<file path="src/rtl/core/psfp_pkg.sv">
// ============================================================================
// psfp_pkg - shared types and constants for the printf spec field parser
// Holds the parse phase type, field codes and the saturating decimal
// accumulate used for width and precision digits.
// ============================================================================
package psfp_pkg;

    // Saturation limit of decimal digit values is 2^VALUE_BITS - 1
    localparam int unsigned VALUE_BITS = 31;
    localparam int unsigned ACC_BITS   = 35;
    localparam logic [ACC_BITS-1:0] VALUE_MAX =
        (ACC_BITS'(1) << VALUE_BITS) - ACC_BITS'(1);

    // Parse phase
    typedef enum logic [2:0] {
        PH_FLAGS   = 3'd0,
        PH_WDIG    = 3'd1,
        PH_AFTER_W = 3'd2,
        PH_PSTART  = 3'd3,
        PH_PDIG    = 3'd4,
        PH_LEN1    = 3'd5,
        PH_LEN2    = 3'd6,
        PH_TYPE    = 3'd7
    } phase_t;

    // Length modifier codes
    localparam logic [2:0] LEN_NONE  = 3'd0;
    localparam logic [2:0] LEN_H     = 3'd1;
    localparam logic [2:0] LEN_L     = 3'd2;
    localparam logic [2:0] LEN_HH    = 3'd3;
    localparam logic [2:0] LEN_LL    = 3'd4;
    localparam logic [2:0] LEN_MIXED = 3'd5;

    // Flag bit positions
    localparam int unsigned FLAG_LEFT  = 0;
    localparam int unsigned FLAG_ZERO  = 1;
    localparam int unsigned FLAG_PLUS  = 2;
    localparam int unsigned FLAG_SPACE = 3;
    localparam int unsigned FLAG_ALT   = 4;

    // Type codes, index in c s p d i o u x X %
    localparam logic [3:0] TYPE_C   = 4'd0;
    localparam logic [3:0] TYPE_S   = 4'd1;
    localparam logic [3:0] TYPE_P   = 4'd2;
    localparam logic [3:0] TYPE_D   = 4'd3;
    localparam logic [3:0] TYPE_I   = 4'd4;
    localparam logic [3:0] TYPE_O   = 4'd5;
    localparam logic [3:0] TYPE_U   = 4'd6;
    localparam logic [3:0] TYPE_X   = 4'd7;
    localparam logic [3:0] TYPE_XU  = 4'd8;
    localparam logic [3:0] TYPE_PCT = 4'd9;

    // acc * 10 + d, clamped to VALUE_MAX
    function automatic logic [30:0] accumulate(input logic [30:0] acc, input logic [3:0] d);
        logic [ACC_BITS-1:0] wide;
        logic [ACC_BITS-1:0] sum;
        wide = ACC_BITS'(acc);
        sum  = (wide << 3) + (wide << 1) + ACC_BITS'(d);
        if (sum > VALUE_MAX)
        begin
            sum = VALUE_MAX;
        end
        return sum[30:0];
    endfunction

endpackage

</file>
<file path="src/rtl/core/printf_spec_field_parser_core.sv">
// ============================================================================
// printf_spec_field_parser_core - printf conversion spec field parser
// Parses flags, width, precision, length and type of one conversion spec,
// one character per word, and reports the fields after every character.
// ============================================================================
// One character enters per cycle while m_tready is high; every input word
// gives exactly one output word, which leaves through the output register.
// The character is held in an input register, decoded together with the
// parse state by a single pass of logic (one multiply-by-ten accumulate and
// a small character decode) and written to the output register, which also
// updates the state; full throughput holds as long as m_tready is high.
// Set the tuser bit with the first character after the percent sign to start
// a fresh spec; a word flagged with tlast ends the spec and clears the state.
module printf_spec_field_parser_core
(
    input  logic        clk,
    input  logic        rst_n,
    input  logic        s_tvalid,
    output logic        s_tready,
    input  logic [39:0] s_tdata,   // ch[7:0], star_arg[39:8]
    input  logic        s_tuser,   // start_req
    output logic        m_tvalid,
    input  logic        m_tready,
    output logic [79:0] m_tdata,   // consumed[0], spec_valid[1], flag_bits[6:2],
                                   // width[37:7], precision[69:38],
                                   // precision_given[70], length_code[73:71],
                                   // type_code[77:74], zero pad[79:78]
    output logic        m_tlast    // spec_done
);

    // Input register
    logic        in_valid_reg;
    logic [7:0]  in_ch_reg;
    logic [31:0] in_star_reg;
    logic        in_start_reg;

    // Parse state
    psfp_pkg::phase_t phase_reg, phase_next;
    logic [4:0]  flag_reg, flag_next;
    logic [30:0] width_reg, width_next;
    logic [31:0] prec_reg, prec_next;
    logic        prec_given_reg, prec_given_next;
    logic [2:0]  length_reg, length_next;

    // Result register
    logic        out_valid_reg;
    logic        out_cons_reg, out_cons_next;
    logic        out_done_reg, out_done_next;
    logic        out_ok_reg, out_ok_next;
    logic [3:0]  out_type_reg, out_type_next;

    logic        advance;

    // Move the held word to the output when the output register is free
    assign advance  = in_valid_reg && (!out_valid_reg || m_tready);
    assign s_tready = !in_valid_reg || advance;

    // Capture input words
    always_ff @(posedge clk or negedge rst_n)
    begin
        if (!rst_n)
        begin
            in_valid_reg <= 1'b0;
        end
        else if (s_tready)
        begin
            in_valid_reg <= s_tvalid;
        end
    end

    always_ff @(posedge clk)
    begin
        if (s_tready && s_tvalid)
        begin
            in_ch_reg    <= s_tdata[7:0];
            in_star_reg  <= s_tdata[39:8];
            in_start_reg <= s_tuser;
        end
    end

    // Decode one character against the current phase
    always_comb
    begin
        psfp_pkg::phase_t p;
        psfp_pkg::phase_t p_base;
        logic [4:0]  f;
        logic [30:0] w;
        logic [31:0] pr;
        logic        pg;
        logic [2:0]  ln;
        logic        cons;
        logic        done;
        logic        ok;
        logic [3:0]  tcode;
        logic        is_dig;
        logic [30:0] acc_src;
        logic [30:0] acc_val;
        logic [31:0] mag;
        logic [4:0]  fbit;
        logic [2:0]  lv;
        logic        t_hit;
        logic [3:0]  t_idx;

        // Start of a spec clears state first
        if (in_start_reg)
        begin
            p_base = psfp_pkg::PH_FLAGS;
            f      = '0;
            w      = '0;
            pr     = '0;
            pg     = 1'b0;
            ln     = psfp_pkg::LEN_NONE;
        end
        else
        begin
            p_base = phase_reg;
            f      = flag_reg;
            w      = width_reg;
            pr     = prec_reg;
            pg     = prec_given_reg;
            ln     = length_reg;
        end
        p     = p_base;
        cons  = 1'b0;
        done  = 1'b0;
        ok    = 1'b0;
        tcode = psfp_pkg::TYPE_C;

        // Character classes
        is_dig = (in_ch_reg >= 8'h30) && (in_ch_reg <= 8'h39);

        fbit = '0;
        unique case (in_ch_reg)
            8'h2D:   fbit[psfp_pkg::FLAG_LEFT]  = 1'b1;
            8'h30:   fbit[psfp_pkg::FLAG_ZERO]  = 1'b1;
            8'h2B:   fbit[psfp_pkg::FLAG_PLUS]  = 1'b1;
            8'h20:   fbit[psfp_pkg::FLAG_SPACE] = 1'b1;
            8'h23:   fbit[psfp_pkg::FLAG_ALT]   = 1'b1;
            default: fbit = '0;
        endcase

        unique case (in_ch_reg)
            8'h68:   lv = psfp_pkg::LEN_H;
            8'h6C:   lv = psfp_pkg::LEN_L;
            default: lv = psfp_pkg::LEN_NONE;
        endcase

        t_hit = 1'b1;
        unique case (in_ch_reg)
            8'h63:   t_idx = psfp_pkg::TYPE_C;
            8'h73:   t_idx = psfp_pkg::TYPE_S;
            8'h70:   t_idx = psfp_pkg::TYPE_P;
            8'h64:   t_idx = psfp_pkg::TYPE_D;
            8'h69:   t_idx = psfp_pkg::TYPE_I;
            8'h6F:   t_idx = psfp_pkg::TYPE_O;
            8'h75:   t_idx = psfp_pkg::TYPE_U;
            8'h78:   t_idx = psfp_pkg::TYPE_X;
            8'h58:   t_idx = psfp_pkg::TYPE_XU;
            8'h25:   t_idx = psfp_pkg::TYPE_PCT;
            default:
            begin
                t_hit = 1'b0;
                t_idx = psfp_pkg::TYPE_C;
            end
        endcase

        // One shared accumulator: only digit phases carry a running value
        if (p_base == psfp_pkg::PH_WDIG)
        begin
            acc_src = w;
        end
        else if (p_base == psfp_pkg::PH_PDIG)
        begin
            acc_src = pr[30:0];
        end
        else
        begin
            acc_src = '0;
        end
        acc_val = psfp_pkg::accumulate(acc_src, in_ch_reg[3:0]);

        // Star width magnitude, clamped
        mag = in_star_reg[31] ? (32'd0 - in_star_reg) : in_star_reg;
        if (mag > psfp_pkg::VALUE_MAX[31:0])
        begin
            mag = psfp_pkg::VALUE_MAX[31:0];
        end

        // Flags
        if (p == psfp_pkg::PH_FLAGS)
        begin
            if (fbit != '0)
            begin
                f    = f | fbit;
                cons = 1'b1;
            end
            else if (in_ch_reg == 8'h2A)
            begin
                if (in_star_reg[31])
                begin
                    f[psfp_pkg::FLAG_LEFT] = 1'b1;
                end
                w    = mag[30:0];
                p    = psfp_pkg::PH_AFTER_W;
                cons = 1'b1;
            end
            else if (is_dig)
            begin
                w    = acc_val;
                p    = psfp_pkg::PH_WDIG;
                cons = 1'b1;
            end
            else
            begin
                p = psfp_pkg::PH_AFTER_W;
            end
        end

        // Width digits
        if (!cons && p == psfp_pkg::PH_WDIG)
        begin
            if (is_dig)
            begin
                w    = acc_val;
                cons = 1'b1;
            end
            else
            begin
                p = psfp_pkg::PH_AFTER_W;
            end
        end

        // Precision dot
        if (!cons && p == psfp_pkg::PH_AFTER_W)
        begin
            if (in_ch_reg == 8'h2E)
            begin
                pg   = 1'b1;
                pr   = '0;
                p    = psfp_pkg::PH_PSTART;
                cons = 1'b1;
            end
            else
            begin
                p = psfp_pkg::PH_LEN1;
            end
        end

        // First precision character
        if (!cons && p == psfp_pkg::PH_PSTART)
        begin
            if (in_ch_reg == 8'h2A)
            begin
                pr   = in_star_reg;
                p    = psfp_pkg::PH_LEN1;
                cons = 1'b1;
            end
            else if (is_dig)
            begin
                pr   = {1'b0, acc_val};
                p    = psfp_pkg::PH_PDIG;
                cons = 1'b1;
            end
            else
            begin
                pr = '0;
                p  = psfp_pkg::PH_LEN1;
            end
        end

        // Precision digits
        if (!cons && p == psfp_pkg::PH_PDIG)
        begin
            if (is_dig)
            begin
                pr   = {1'b0, acc_val};
                cons = 1'b1;
            end
            else
            begin
                p = psfp_pkg::PH_LEN1;
            end
        end

        // First length modifier
        if (!cons && p == psfp_pkg::PH_LEN1)
        begin
            if (lv != psfp_pkg::LEN_NONE)
            begin
                ln   = lv;
                p    = psfp_pkg::PH_LEN2;
                cons = 1'b1;
            end
            else
            begin
                p = psfp_pkg::PH_TYPE;
            end
        end

        // Second length modifier
        if (!cons && p == psfp_pkg::PH_LEN2)
        begin
            if (lv != psfp_pkg::LEN_NONE)
            begin
                if (ln == psfp_pkg::LEN_H && lv == psfp_pkg::LEN_H)
                begin
                    ln = psfp_pkg::LEN_HH;
                end
                else if (ln == psfp_pkg::LEN_L && lv == psfp_pkg::LEN_L)
                begin
                    ln = psfp_pkg::LEN_LL;
                end
                else
                begin
                    ln = psfp_pkg::LEN_MIXED;
                end
                cons = 1'b1;
            end
            p = psfp_pkg::PH_TYPE;
        end

        // Type character ends the spec either way
        if (!cons && p == psfp_pkg::PH_TYPE)
        begin
            done = 1'b1;
            if (t_hit)
            begin
                ok    = 1'b1;
                cons  = 1'b1;
                tcode = t_idx;
            end
        end

        // Report fields as they stand after this character
        out_cons_next = cons;
        out_done_next = done;
        out_ok_next   = ok;
        out_type_next = tcode;
        flag_next       = f;
        width_next      = w;
        prec_next       = pr;
        prec_given_next = pg;
        length_next     = ln;
        phase_next      = p;
    end

    // Update parse state, clearing it once a spec ends
    always_ff @(posedge clk or negedge rst_n)
    begin
        if (!rst_n)
        begin
            phase_reg      <= psfp_pkg::PH_FLAGS;
            flag_reg       <= '0;
            width_reg      <= '0;
            prec_reg       <= '0;
            prec_given_reg <= 1'b0;
            length_reg     <= psfp_pkg::LEN_NONE;
        end
        else if (advance)
        begin
            if (out_done_next)
            begin
                phase_reg      <= psfp_pkg::PH_FLAGS;
                flag_reg       <= '0;
                width_reg      <= '0;
                prec_reg       <= '0;
                prec_given_reg <= 1'b0;
                length_reg     <= psfp_pkg::LEN_NONE;
            end
            else
            begin
                phase_reg      <= phase_next;
                flag_reg       <= flag_next;
                width_reg      <= width_next;
                prec_reg       <= prec_next;
                prec_given_reg <= prec_given_next;
                length_reg     <= length_next;
            end
        end
    end

    // Output valid
    always_ff @(posedge clk or negedge rst_n)
    begin
        if (!rst_n)
        begin
            out_valid_reg <= 1'b0;
        end
        else if (advance)
        begin
            out_valid_reg <= 1'b1;
        end
        else if (m_tready)
        begin
            out_valid_reg <= 1'b0;
        end
    end

    // Output payload
    logic [4:0]  out_flag_reg;
    logic [30:0] out_width_reg;
    logic [31:0] out_prec_reg;
    logic        out_pg_reg;
    logic [2:0]  out_len_reg;

    always_ff @(posedge clk)
    begin
        if (advance)
        begin
            out_cons_reg  <= out_cons_next;
            out_done_reg  <= out_done_next;
            out_ok_reg    <= out_ok_next;
            out_type_reg  <= out_type_next;
            out_flag_reg  <= flag_next;
            out_width_reg <= width_next;
            out_prec_reg  <= prec_next;
            out_pg_reg    <= prec_given_next;
            out_len_reg   <= length_next;
        end
    end

    // Drive the master side
    assign m_tvalid = out_valid_reg;
    assign m_tlast  = out_done_reg;
    assign m_tdata  = {2'b00, out_type_reg, out_len_reg, out_pg_reg, out_prec_reg,
                       out_width_reg, out_flag_reg, out_ok_reg, out_cons_reg};

    // A recognised type always consumes its character and ends the spec
    assert property (@(posedge clk) disable iff (!rst_n)
        (out_valid_reg && out_ok_reg) |-> (out_cons_reg && out_done_reg))
    else $error("valid spec without consume or done");

    // Type code stays zero unless the spec is valid
    assert property (@(posedge clk) disable iff (!rst_n)
        (out_valid_reg && !out_ok_reg) |-> (out_type_reg == psfp_pkg::TYPE_C))
    else $error("type code set on an invalid result");

    // State is back at its reset values after a spec ends
    assert property (@(posedge clk) disable iff (!rst_n)
        (advance && out_done_next) |=>
        (phase_reg == psfp_pkg::PH_FLAGS && flag_reg == '0 && !prec_given_reg
         && length_reg == psfp_pkg::LEN_NONE))
    else $error("parse state not cleared after spec end");

    // Back-pressure only while a word is held
    assert property (@(posedge clk) disable iff (!rst_n)
        !s_tready |-> (in_valid_reg && out_valid_reg && !m_tready))
    else $error("input stalled without a blocked word");

endmodule
</file>
<file path="config.mk">
export PLATFORM = sky130hd
export DESIGN_NAME = printf_spec_field_parser_core
export DESIGN_NICKNAME = d
export VERILOG_FILES = /design/src/rtl/core/psfp_pkg.sv /design/src/rtl/core/printf_spec_field_parser_core.sv
export SDC_FILE = /design/constraint.sdc
export NUM_CORES = 1
export LEC_CHECK = 0
export BUFFER_PORTS_ARGS = -buffer_cell sky130_fd_sc_hd__clkbuf_2
export CORE_ASPECT_RATIO = 1.2
export CORE_MARGIN = 4
export CORE_UTILIZATION = 45
export CTS_CLUSTER_DIAMETER = 60
export DETAILED_ROUTE_END_ITERATION = 10
export SLEW_MARGIN = 20
export SYNTH_ARGS = -nofsm -noshare
export SYNTH_HDL_FRONTEND = slang
export SYNTH_SLANG_ARGS = --single-unit
</file>
<file path="constraint.sdc">
create_clock -name clk -period 6.31 [get_ports clk]
set_input_delay 0.3155 -clock clk [delete_from_list [all_inputs] [get_ports clk]]
set_output_delay 0.3155 -clock clk [all_outputs]
set_load 0.05 [all_outputs]
</file>
; Word-level counts from Yosys, hierarchy flattened
; Index checks and enable logic that the tools add are counted.
[classes]
add_sub_neg = 3
eq_ne = 32
mux = 90
div = 0
n_mul = 0
order_cmp = 4
n_bitwise = 1
reduce_logical = 29
n_shift = 0
[ops]
columns = operator, n
row1 = 31-bit 2-to-1 mux, 13
row2 = 32-bit 2-to-1 mux, 9
row3 = "8-bit by 7-bit equality test with 1-bit output, second input constant", 11
row4 = "8-bit by 6-bit equality test with 1-bit output, second input constant", 8
row5 = 3-bit 2-to-1 mux, 20
row6 = 1-bit 2-to-1 mux, 40
row7 = 4-bit one-hot mux with 9 select lines, 1
row8 = 34-bit by 32-bit adder with 35-bit output, 1
row9 = 35-bit by 4-bit adder with 35-bit output, 1
row10 = "35-bit by 31-bit greater-than comparator with 1-bit output, second input constant", 1
row11 = "32-bit by 31-bit greater-than comparator with 1-bit output, second input constant", 1
row12 = "1-bit by 32-bit subtractor with 32-bit output, first input constant", 1
row13 = "3-bit equality test, second input constant", 5
row14 = 5-bit 2-to-1 mux, 3
row15 = "3-bit by 1-bit equality test with 1-bit output, second input constant", 4
row16 = "3-bit by 2-bit equality test with 1-bit output, second input constant", 4
row17 = 1-bit logical AND, 12
row18 = 10-bit OR reduction, 1
row19 = 1-bit logical NOT, 9
row20 = "8-bit by 6-bit greater-or-equal comparator with 1-bit output, second input constant", 1
row21 = "8-bit by 6-bit <= comparator with 1-bit output, second input constant", 1
row22 = 5-bit OR, 1
row23 = 5-bit nonzero test, 1
row24 = 2-bit 2-to-1 mux, 2
row25 = other kinds (7), 8
[totals]
mem_bits_rw = 0
output_inout_bits = 83
romBits = 0
register_bits = 197
wordCells = 179
latchBits = 0
memories = 0

; Longest topological paths before layout
; Gate-level depths: netlist (run 1).
[depth]
depth_word = 28
ltp_mapped = 22
ltp_nobuf = 17

; Worst setup path before layout (run 1)
; Ideal clock, no wire load.
[synth_path]
kind = register -> register
from = register in_start_reg
to = register width_reg[17]
period_less_slack_ns = 4.821
stages_incl_launch_ff = 21
path_slack_ns = 1.489
required_ns = 6.189
arrival_time_ns = 4.700
path_cell_list = edfxtp_1 -> clkbuf_1 -> nand2b_1 -> nor3_1 -> clkbuf_1 -> buf_1 -> a22o_1 -> fa_1 -> ha_1 -> a211oi_1 -> o211ai_1 -> and3_1 -> o211ai_1 -> a21boi_0 -> a211oi_1 -> and4_1 -> buf_2 -> buf_2 -> nand2_1 -> a221o_1 -> a22o_1
[synth_via]
elab_cells_between_ends = 65
classes_between = add/sub (2) / order compare (1) / eq/ne (9) / mux (38) / reduce/logical (15)
[synth_rtl]
columns = element, line_no
row1 = "start, declared", printf_spec_field_parser_core.sv:35  ; logic in_start_reg;
row2 = "start signal, assigned", printf_spec_field_parser_core.sv:77  ; in_start_reg <= s_tuser;
row3 = 3-bit 2-to-1 mux, printf_spec_field_parser_core.sv:105  ; if (in_start_reg)
row4 = 3-bit equality test, printf_spec_field_parser_core.sv:172  ; else if (p_base == psfp_pkg::PH_PDIG)
row5 = 31-bit 2-to-1 mux, printf_spec_field_parser_core.sv:172
row6 = 31-bit 2-to-1 mux, printf_spec_field_parser_core.sv:168  ; if (p_base == psfp_pkg::PH_WDIG)
row7 = 34-bit by 32-bit adder with 35-bit output, psfp_pkg.sv:58  ; sum = (wide << 3) + (wide << 1) + ACC_BITS'(d);
row8 = 35-bit by 4-bit adder with 35-bit output, psfp_pkg.sv:58
row9 = 35-bit by 31-bit greater-than comparator with 1-bit output, psfp_pkg.sv:59  ; if (sum > VALUE_MAX)
row10 = 31-bit 2-to-1 mux, psfp_pkg.sv:59
row11 = 31-bit 2-to-1 mux, printf_spec_field_parser_core.sv:207  ; else if (is_dig)
row12 = 31-bit 2-to-1 mux, printf_spec_field_parser_core.sv:197  ; else if (in_ch_reg == 8'h2A)
row13 = 31-bit 2-to-1 mux, printf_spec_field_parser_core.sv:192  ; if (fbit != '0)
row14 = 31-bit 2-to-1 mux, printf_spec_field_parser_core.sv:190  ; if (p == psfp_pkg::PH_FLAGS)
row15 = 31-bit 2-to-1 mux, printf_spec_field_parser_core.sv:222  ; if (is_dig)
row16 = 31-bit 2-to-1 mux (*), printf_spec_field_parser_core.sv:220  ; if (!cons && p == psfp_pkg::PH_WDIG)
row17 = named net width_next[17], printf_spec_field_parser_core.sv:40  ; logic [30:0] width_reg, width_next;
row18 = 31-bit 2-to-1 mux (*), printf_spec_field_parser_core.sv:361  ; if (out_done_next)
row19 = "end signal, assigned", printf_spec_field_parser_core.sv:374  ; width_reg <= width_next;
row20 = "end, declared", printf_spec_field_parser_core.sv:40
; Mark *: on every way through the listed nets, which the timed path passes. The rest lies on a longest branch.
; A chain may end at the register's enable or synchronous reset.

; Worst setup path after layout (run 1)
[layout_path]
from = register phase_reg[2]
to = register prec_reg[5]
[layout_via]
elab_cells_between_ends = 63
classes_between = add/sub (2) / order compare (1) / eq/ne (9) / mux (36) / reduce/logical (15)
[layout_rtl]
columns = element, line_no
row1 = "start, declared", printf_spec_field_parser_core.sv:38  ; psfp_pkg::phase_t phase_reg, phase_next;
row2 = "start signal, assigned", printf_spec_field_parser_core.sv:352  ; phase_reg <= psfp_pkg::PH_FLAGS;
row3 = "start signal, assigned", printf_spec_field_parser_core.sv:363  ; phase_reg <= psfp_pkg::PH_FLAGS;
row4 = "start signal, assigned", printf_spec_field_parser_core.sv:372  ; phase_reg <= phase_next;
row5 = 3-bit 2-to-1 mux (*), printf_spec_field_parser_core.sv:105
row6 = branches (longest 13 deep; another with 34-bit by 32-bit adder with 35-bit output), n/a
row7 = 32-bit 2-to-1 mux (*), printf_spec_field_parser_core.sv:272  ; if (!cons && p == psfp_pkg::PH_PDIG)
row8 = named net prec_next[5], printf_spec_field_parser_core.sv:41  ; logic [31:0] prec_reg, prec_next;
row9 = 32-bit 2-to-1 mux (*), printf_spec_field_parser_core.sv:361
row10 = "end signal, assigned", printf_spec_field_parser_core.sv:375  ; prec_reg <= prec_next;
row11 = "end, declared", printf_spec_field_parser_core.sv:41
; Mark *: on every way through the listed nets, which the timed path passes.

==> results.cfg, run 1 <==
[pwr]
p_total_w = 0.00304
powerDensity_nw_per_um2 = 220
total_leakage_power_nw = 5.86
ir_drop_mv = 0.164

[finish]
final_cell_mix = clkbuf_2, edfxtp_1, a21oi_1, nand2_1, a22o_1
antenna_cells = 0
layout_commonest_cell = clkbuf_2
layout-drive-gt1-share = 0.164
final_nets = 1414
stdcell_count = 1658
area_delta_synth_final_pct = 12.6

[clocking]
path_clk_slew_ps = 80
root_buffer = clkbuf_16
cts_num_sinks = 197
clk_path_buf_depth = 2
cts_tree = built
htree_levels = 4
clk_latency_ps = 460
cts_inserted_buffers = 17
postCtsSetupRepairBufs = 0

[placement]
portBuffers = 125
place_congestion = 0.962
dpl.hpwl_mm = 28.4
dp_cells = 1625

[synth]
synth_edf_count = 120
synthTopCellsByArea = edfxtp_1, dfrtp_1, ha_1
syn_area_um2 = 12300
synth_top_cell_area_share = 0.293
synth_top_area_cell = edfxtp_1
ys_ff_latch = 197
async_flop_share = 0.391
syn-instance-count = 1216
seq_area_frac_synth = 0.449
ys_types = 83
ys.flop_type = edfxtp_1
syn_area_per_cell_um2 = 10.1
synth-warning-count = 0

[critical_path]
crit_path_end_kind = flop
critPathArrivalTime_ps = 5830
cp-start-kind = flop
ff2ff_path_depth = 18
crit_end = prec_reg[5]
r2r_end = prec_reg[5]
rr_startpoint = phase_reg[2]
crit_required_ps = 6650
critPathKind = reg2reg
crit_path_start = phase_reg[2]
r2r_setup_slack_ps = 820
worstPathMaxFanout = 33

[min_path]
hp-class = in2reg

[grt]
grt-ovfl-total = 0
grt_pass1_wl_mm = 63.3
grt_usage = 0.271
grt_max_degree = 60
grt_pass1_vias = 10622
antenna_found_initial = 0

[route]
wirelength_mm = 41.3
firstDrtPassIters = 7
wl_per_cell_um = 24.9
drt_iter0_drc = 1114
avgViaCountPerCell = 6.53
drtAntennaViolNets = 0
drc = 0
via_count = 10835

[sta]
fin_tns_setup_ps = 0
max_freq_ghz = 0.182
setup_violations = 0
post-route-min-period_ps = 5490
finalCritPeriodShare = 0.870
slew_headroom = 0.267
hold_viol_final = 0
rsz0062_at_grt = false
worst_pin_slew_ps = 1090
skew_ps = 15.1
final_max_slew_viol_count = 0

[floorplan]
die-area_um2 = 30100
core_um2 = 27000
die_x_um = 159
start_util = 0.456
placement_rows = 66
io_pins = 128
fp.dieH_um = 189

[status]
outcome = finished clean

[run]
cap_violations = 0
-- worst min-delay path by stage --
| stage | from | to | slack [ps] | cells past startpoint |
|---|---|---|---|---|
| 6_report | s_tdata[1] | in_ch_reg[1] | 30 | 1 |
| 5_1_grt | s_tdata[5] | in_ch_reg[5] | 20 | 1 |
| 4_1_cts | s_tdata[1] | in_ch_reg[1] | 10 | 1 |
| 3_5_place_dp | rst_n | prec_reg[5] | 320 | 1 |
| 3_3_place_gp | rst_n | prec_reg[5] | 320 | 1 |
| 2_1_floorplan | rst_n | flag_reg[0] | 20 | 0 |
-- Yosys cell counts, types with 10 or more instances --
cell and count:
clkbuf_1 54, inv_1 16, nand2b_1 18, o21ai_0 63, o211ai_1 13, and2_1 14
xnor2_1 20, nor3_1 11, o2bb2ai_1 20, a221o_1 10, a22o_1 84, a21oi_1 107
ha_1 62, buf_2 13, xor2_1 31, nor2b_1 27, nand2_1 95, nand3_1 21
a21o_1 22, nor2_1 75, a22oi_1 33, and3_1 12, o22ai_1 22, edfxtp_1 120
dfrtp_1 77
-- final cells by class --
| type | count | area (um2) |
|---|---|---|
| clock buffer | 17 | 425 |
| sequential | 197 | 5530 |
| timing repair buffer | 146 | 788 |
| fill | 2506 | 13200 |
| multi-input combinational | 926 | 6440 |
| tap | 340 | 425 |
| clock inverter | 15 | 170 |
| inverter | 17 | 68.8 |
-- cell families after synthesis --
logic type	Yosys count	synth area share
and+or+nand+nor	331	0.137
buffers and inverters	94	0.0323
adders and majority gates	64	0.0663
xor gates and xnor gates	51	0.0363
muxes	5	0.00417
AOI/OAI and AO/OA	473	0.274
DFF	197	0.449
other	1	0.000305
-- worst max-delay path, stage by stage, from the launching register on --
cell,delay (ps)
dfrtp_1,490
nor2b_1,210
nor3b_2,170
buf_4,280
a22o_1,320
fa_1,540
inv_1,70
fa_1,420
nand2b_1,190
a21oi_1,250
o21ai_0,260
nand3_1,210
a21boi_0,170
o211ai_1,280
nand4_1,410
buf_4,350
o21ai_0,350
o22ai_1,150
a22o_1,220
-- per-stage QoR --
step                      hold WS, ps  setup WS, ps   util  cell area [um2]
after floorplan                  19.9          1490      -            12300
after global placement            316          1130  0.490            13200
after detailed placement          318           975  0.490            13200
after CTS                        12.0           923  0.512            13800
after global routing             17.3           523  0.513            13900
final                            28.2           818  0.513            13900
-- report_power, final --
group	switching (W)	total, W	internal [W]
clock network	0.000561	0.00113	0.000564
logic	0.000329	0.000423	0.0000943
registers	0.0000566	0.00149	0.00144
total	0.000947	0.00304	0.00210
-- per-layer routing --
metal / wire [um] / part of all wire / global-route usage
met3: 2780 / 0.067 / 0.0405
met4: 1850 / 0.045 / 0.129
met5: 0 / 0 / 0
met1: 17100 / 0.41 / 0.361
met2: 19500 / 0.47 / 0.438
-- repair_timing --
action                    CTS  global route
hold endpoints to repair   35             0
gates resized for setup     0             0
hold buffers                1             0
(Power assumes the default switching activity.)
==> run 2, diff against run 1 <==
--- a/config.mk
+++ b/config.mk
@@ -5,8 +5,9 @@
 export SDC_FILE = /design/constraint.sdc
 export NUM_CORES = 1
 export LEC_CHECK = 0
+export ABC_AREA = 1
 export BUFFER_PORTS_ARGS = -buffer_cell sky130_fd_sc_hd__clkbuf_2
-export CORE_ASPECT_RATIO = 1.2
+export CORE_ASPECT_RATIO = 1.4
 export CORE_MARGIN = 4
 export CORE_UTILIZATION = 45
 export CTS_CLUSTER_DIAMETER = 60
==> results.cfg, run 2 <==
[status]
outcome = finished clean

[synth]
seq_area_frac_synth = 0.429
ys_types = 55
yosysMostFrequentCell = nand2_1
ys.flop_type = edfxtp_1
ys_ff_latch = 197
syn_area_per_cell_um2 = 7.75
synth_top_area_cell = edfxtp_1
synth_top_cell_area_share = 0.280
syn-instance-count = 1662
async_flop_share = 0.391
synthTopCellsByArea = edfxtp_1, dfrtp_1, nand2_1
synth_edf_count = 120
syn_area_um2 = 12900
ys_top_cells_by_count = nand2_1, inv_1, o21ai_0
synth-warning-count = 0

[clocking]
cts_tree = built
clk_latency_ps = 460
cts_inserted_buffers = 17
hold_buffers = 1
root_buffer = clkbuf_16
cts_num_sinks = 197
ctsResizeCount = 0
postCtsSetupRepairBufs = 0
clk_path_buf_depth = 2
path_clk_slew_ps = 80
htree_levels = 4

[critical_path]
cpMostUsedCell = nand2_1
path_depth = 26
max_stage_delay_ps = 550
worstPathMaxFanout = 25
cp-start-kind = flop
slowest_stage = inv_1
crit_buf_inv = 5
ff2ff_path_depth = 26
crit_path_end_kind = flop
path_delay_family = simple AND/OR/NAND/NOR gates
critPathArrivalTime_ps = 6090
critPathKind = reg2reg
crit_required_ps = 6480

[route]
drt_iter0_drc = 1284
wl_per_cell_um = 20.9
drtAntennaViolNets = 0
via_count = 12302
drc = 0
wirelength_mm = 44.9
firstDrtPassIters = 6
avgViaCountPerCell = 5.72

[grt]
grt_pass1_vias = 11862
grt_max_degree = 58
grt_pass1_wl_mm = 68.9
antenna_found_initial = 1
grt-ovfl-total = 0
grt_usage = 0.287

[sta]
timing.hold.ws_ps = 21.5
finalCritPeriodShare = 0.938
max_freq_ghz = 0.169
slew_headroom = 0.287
fin_tns_setup_ps = 0
rsz0062_at_grt = false
post-route-min-period_ps = 5920
final_max_slew_viol_count = 0
skew_ps = 10.1
setup_violations = 0
hold_viol_final = 0
worst_pin_slew_ps = 1070

[pwr]
intPower_w = 0.00230
p_seq_frac = 0.434
powerDensity_nw_per_um2 = 256
total_leakage_power_nw = 6.74
swShare = 0.376
power.switching_w = 0.00139
ir_drop_mv = 0.181
combPwrFrac = 0.268
clock_power_share = 0.298

[finish]
final_cell_mix = nand2_1, inv_1, o21ai_0, clkbuf_2, edfxtp_1
layout-drive-gt1-share = 0.129
stdcell_count = 2150
final_nets = 1870
fin_area_um2 = 14400
layout_commonest_cell = nand2_1
fill_cells = 2777
area_delta_synth_final_pct = 12.0

[run]
cap_violations = 0

[placement]
dp_cells = 2116
dpl.hpwl_mm = 32.8
place_congestion = 0.988
portBuffers = 125
place_area_um2 = 13800

[min_path]
hp-class = in2reg
min_path_cells = 1

[floorplan]
placement_rows = 73
io_pins = 128
core_um2 = 28300
start_util = 0.455
fp.dieH_um = 208
die_x_um = 151
die-area_um2 = 31400
-- run 2: cell types whose count changed after synthesis, sizes merged, moves of 29 or more --
cell	before	now
o21ai	66	225
nand2	96	410
a22o	84	0
nand3	21	89
a22oi	34	5
nor2	76	128
inv	17	190
-- run 2: worst paths after layout --
check	slack [ps]	start	endpoint
max	390	phase_reg[2]	out_width_reg[29]
min	20	s_tdata[17]	in_star_reg[9]
max reg2reg	390	phase_reg[2]	out_width_reg[29]
min reg2reg	490	length_reg[0]	length_reg[0]
max in group asynchronous	4850	rst_n	prec_reg[14]
min in group asynchronous	300	rst_n	in_valid_reg
-- run 2: routing by layer --
layer | track usage | part of all wire | vias up | routed length [um]
li1 | - | - | 5802 | -
met1 | 0.371 | 0.40 | 5808 | 17900
met2 | 0.484 | 0.49 | 586 | 22100
met3 | 0.0399 | 0.073 | 106 | 3260
met4 | 0.113 | 0.037 | 0 | 1680
met5 | 0 | 0 | - | 0
-- run 2: worst register-to-register path, stage by stage, from the launching register on --
cell and delay (ps):
dfrtp_1 420, inv_1 80, nor2_1 190, nand3_2 410
buf_4 410, o22ai_1 420, ha_1 320, ha_1 350
a21oi_1 160, nand2_1 100, inv_1 60, nor2_1 40
nor2_2 190, inv_1 110, a21oi_2 220, nand3b_1 190
nand2_1 70, nand2_1 50, nand2_1 90, nor2_4 100
nand2_1 310, inv_1 560, nand3_1 320, nand2_1 190
nand2_1 70, nand2_1 50, o21ai_0 140
-- run 2: kinds of logic (layout without fill, tap and decap cells) --
family	Yosys count	count (layout)	synth area share
xor+xnor	38	38	0.0258
buf+inv	265	376	0.0824
other cells	1	3	0.000291
flops	197	197	0.429
simple gates	683	683	0.225
fa+ha+maj	64	64	0.0633
compound gates	414	414	0.174
-- run 2: power groups by stage --
stage	combinational (W)	sequential, W	clock [W]
floorplan	0.000426	0.00190	0
global placement	0.000978	0.00163	0
detailed placement	0.000982	0.00163	0
CTS	0.000986	0.00160	0.00111
global route	0.00106	0.00161	0.00116
finish	0.000990	0.00160	0.00110
-- run 2: layout make-up --
class,instances,area (um2),area share
Tap cell,375,469,0.0325
Antenna cell,1,2.50,0.000173
Timing Repair Buffer,152,833,0.0578
Clock inverter,15,143,0.00989
Sequential cell,197,5530,0.383
Inverter,192,723,0.0501
Clock buffer,17,425,0.0295
Multi-Input combinational cell,1201,6300,0.437
-- run 2: metrics by stage --
| stage | total power (W) | utilization | worst slack (ps) |
|---|---|---|---|
| 2_1_floorplan | 0.00233 | - | 1690 |
| 3_3_place_gp | 0.00261 | 0.489 | 537 |
| 3_5_place_dp | 0.00261 | 0.489 | 531 |
| 4_1_cts | 0.00370 | 0.509 | 509 |
| 5_1_grt | 0.00384 | 0.510 | 34.9 |
| 6_report | 0.00369 | 0.510 | 393 |
==> run 3, diff against run 2 <==
--- a/config.mk
+++ b/config.mk
@@ -5,7 +5,6 @@
 export SDC_FILE = /design/constraint.sdc
 export NUM_CORES = 1
 export LEC_CHECK = 0
-export ABC_AREA = 1
 export BUFFER_PORTS_ARGS = -buffer_cell sky130_fd_sc_hd__clkbuf_2
 export CORE_ASPECT_RATIO = 1.4
 export CORE_MARGIN = 4
==> results.cfg, run 3 (synthesis results as in run 1) <==
[pwr]
ir_drop_mv = 0.194
total_leakage_power_nw = 5.89
powerDensity_nw_per_um2 = 215

[placement]
dpl.hpwl_mm = 29.5
place_congestion = 1.01
place_area_um2 = 13300
portBuffers = 125

[sta]
rsz0062_at_grt = false
hold_viol_final = 0
timing.hold.ws_ps = 28.5
skew_ps = 15.2
slew_headroom = 0.235
max_freq_ghz = 0.179
finalCritPeriodShare = 0.888
setup_violations = 0
worst_pin_slew_ps = 1140
fin_tns_setup_ps = 0
final_max_slew_viol_count = 0
post-route-min-period_ps = 5600

[critical_path]
worstPathMaxFanout = 33
path_delay_family = compound AO/OA/AOI/OAI gates
r2r_end = width_reg[7]
rr_startpoint = phase_reg[2]
cp-start-kind = flop
critPathKind = reg2reg
critPathArrivalTime_ps = 5950
crit_required_ps = 6650
crit_path_end_kind = flop
max_stage_delay_ps = 540
crit_buf_inv = 3
path_cells = nor2b_1, nor3b_2, buf_4, a22o_1, fa_1, inv_1, fa_1, nand2b_1, a21oi_1, o21ai_0, nand3_1, a21boi_0, o211ai_1, nand4_1, buf_4, o21ai_0, a21oi_1, a22o_1
slowest_stage = fa_1
ff2ff_path_depth = 18
r2r_setup_slack_ps = 710

[clocking]
clk_latency_ps = 460
htree_levels = 4
clk_path_buf_depth = 2
cts_inserted_buffers = 17
cts_tree = built
root_buffer = clkbuf_16
path_clk_slew_ps = 80
hold_buffers = 1
cts_num_sinks = 197
ctsResizeCount = 0
postCtsSetupRepairBufs = 0

[route]
wirelength_mm = 42.3
drt_iter0_drc = 1034
drc = 0
drtAntennaViolNets = 0
firstDrtPassIters = 5
wl_per_cell_um = 25.0
avgViaCountPerCell = 6.36
via_count = 10768

[finish]
final_nets = 1423
fill_cells = 2515
layout-drive-gt1-share = 0.167
area_delta_synth_final_pct = 13.0
final_cell_mix = clkbuf_2, edfxtp_1, a21oi_1, nand2_1, a22o_1
antenna_cells = 0
layout_commonest_cell = clkbuf_2
layout.area.seq_um2 = 5530
multi_input_area_um2 = 6430
fin_area_um2 = 13900
final_core_util = 0.516

[run]
cap_violations = 0

[floorplan]
core_um2 = 26900
die-area_um2 = 30100
fp.dieH_um = 204
io_pins = 128
start_util = 0.457
placement_rows = 71
die_x_um = 148

[grt]
grt-ovfl-total = 0
grt_max_degree = 56
antenna_found_initial = 0
grt_pass1_vias = 10678
grt_usage = 0.280
grt_pass1_wl_mm = 64.7

[min_path]
hp-class = in2reg
min_path_cells = 1
min_from = s_tdata[4]
hold-path-endpoint = in_ch_reg[4]

[status]
outcome = finished clean
-- run 3: changes by cell type in the layout (fill, tap and decap cells not counted), moves of 63 or more --
cell	previous run	this run
nand3_1	84	21
o21ai_1	68	3
nand2_1	405	93
a22o_1	0	84
o21ai_0	157	63
inv_1	178	15
-- run 3: how the worst max path moves through the flow --
stage                  from  cells after the start  slack (ps)       endpoint
3_5_place_dp   phase_reg[2]                     18         860  width_reg[29]
4_1_cts        phase_reg[2]                     18         810  width_reg[29]
3_3_place_gp   phase_reg[2]                     18        1010   width_reg[5]
2_1_floorplan  in_start_reg                     20        1490  width_reg[17]
5_1_grt        phase_reg[2]                     18         420  width_reg[29]
6_report       phase_reg[2]                     18         710   width_reg[7]
-- run 3: routing by layer --
metal  GRT usage  share of wire  routed length [um]
met2       0.480           0.50               20900
met4       0.130          0.046                1960
met5           0              0                   0
met3      0.0400          0.052                2200
met1       0.350           0.41               17200
-- run 3: where the power goes --
part           total, W  internal [W]  switching [W]
combinational  0.000431     0.0000964       0.000335
clock           0.00107      0.000552       0.000522
sequential      0.00149       0.00144      0.0000523
total           0.00299       0.00209       0.000909
-- run 3: through the flow --
stage / setup WS (ps) / instances / total power (W)
finish: 708 / 1692 / 0.00299
detailed placement: 855 / 1659 / 0.00195
floorplan: 1490 / 1217 / 0.00179
global placement: 1010 / 1659 / 0.00194
global route: 421 / 1692 / 0.00310
CTS: 808 / 1692 / 0.00302
-- run 3: area by class of cell --
type	instances	share of cell area
Tap cell	365	0.0329
Clock buffer	19	0.0311
Timing Repair Buffer	155	0.0616
Multi-Input combinational cell	926	0.463
Sequential cell	197	0.398
Inverter	17	0.00495
Clock inverter	13	0.00900
-- run 3: worst reg2reg max path, stage by stage (launching register included) --
cell and delay (ps):
dfrtp_1 480, nor2b_1 210, nor3b_2 160, buf_4 280
a22o_1 340, fa_1 540, inv_1 70, fa_1 440
nand2b_1 190, a21oi_1 250, o21ai_0 270, nand3_1 230
a21boi_0 160, o211ai_1 310, nand4_1 430, buf_4 340
o21ai_0 340, a21oi_1 220, a22o_1 240
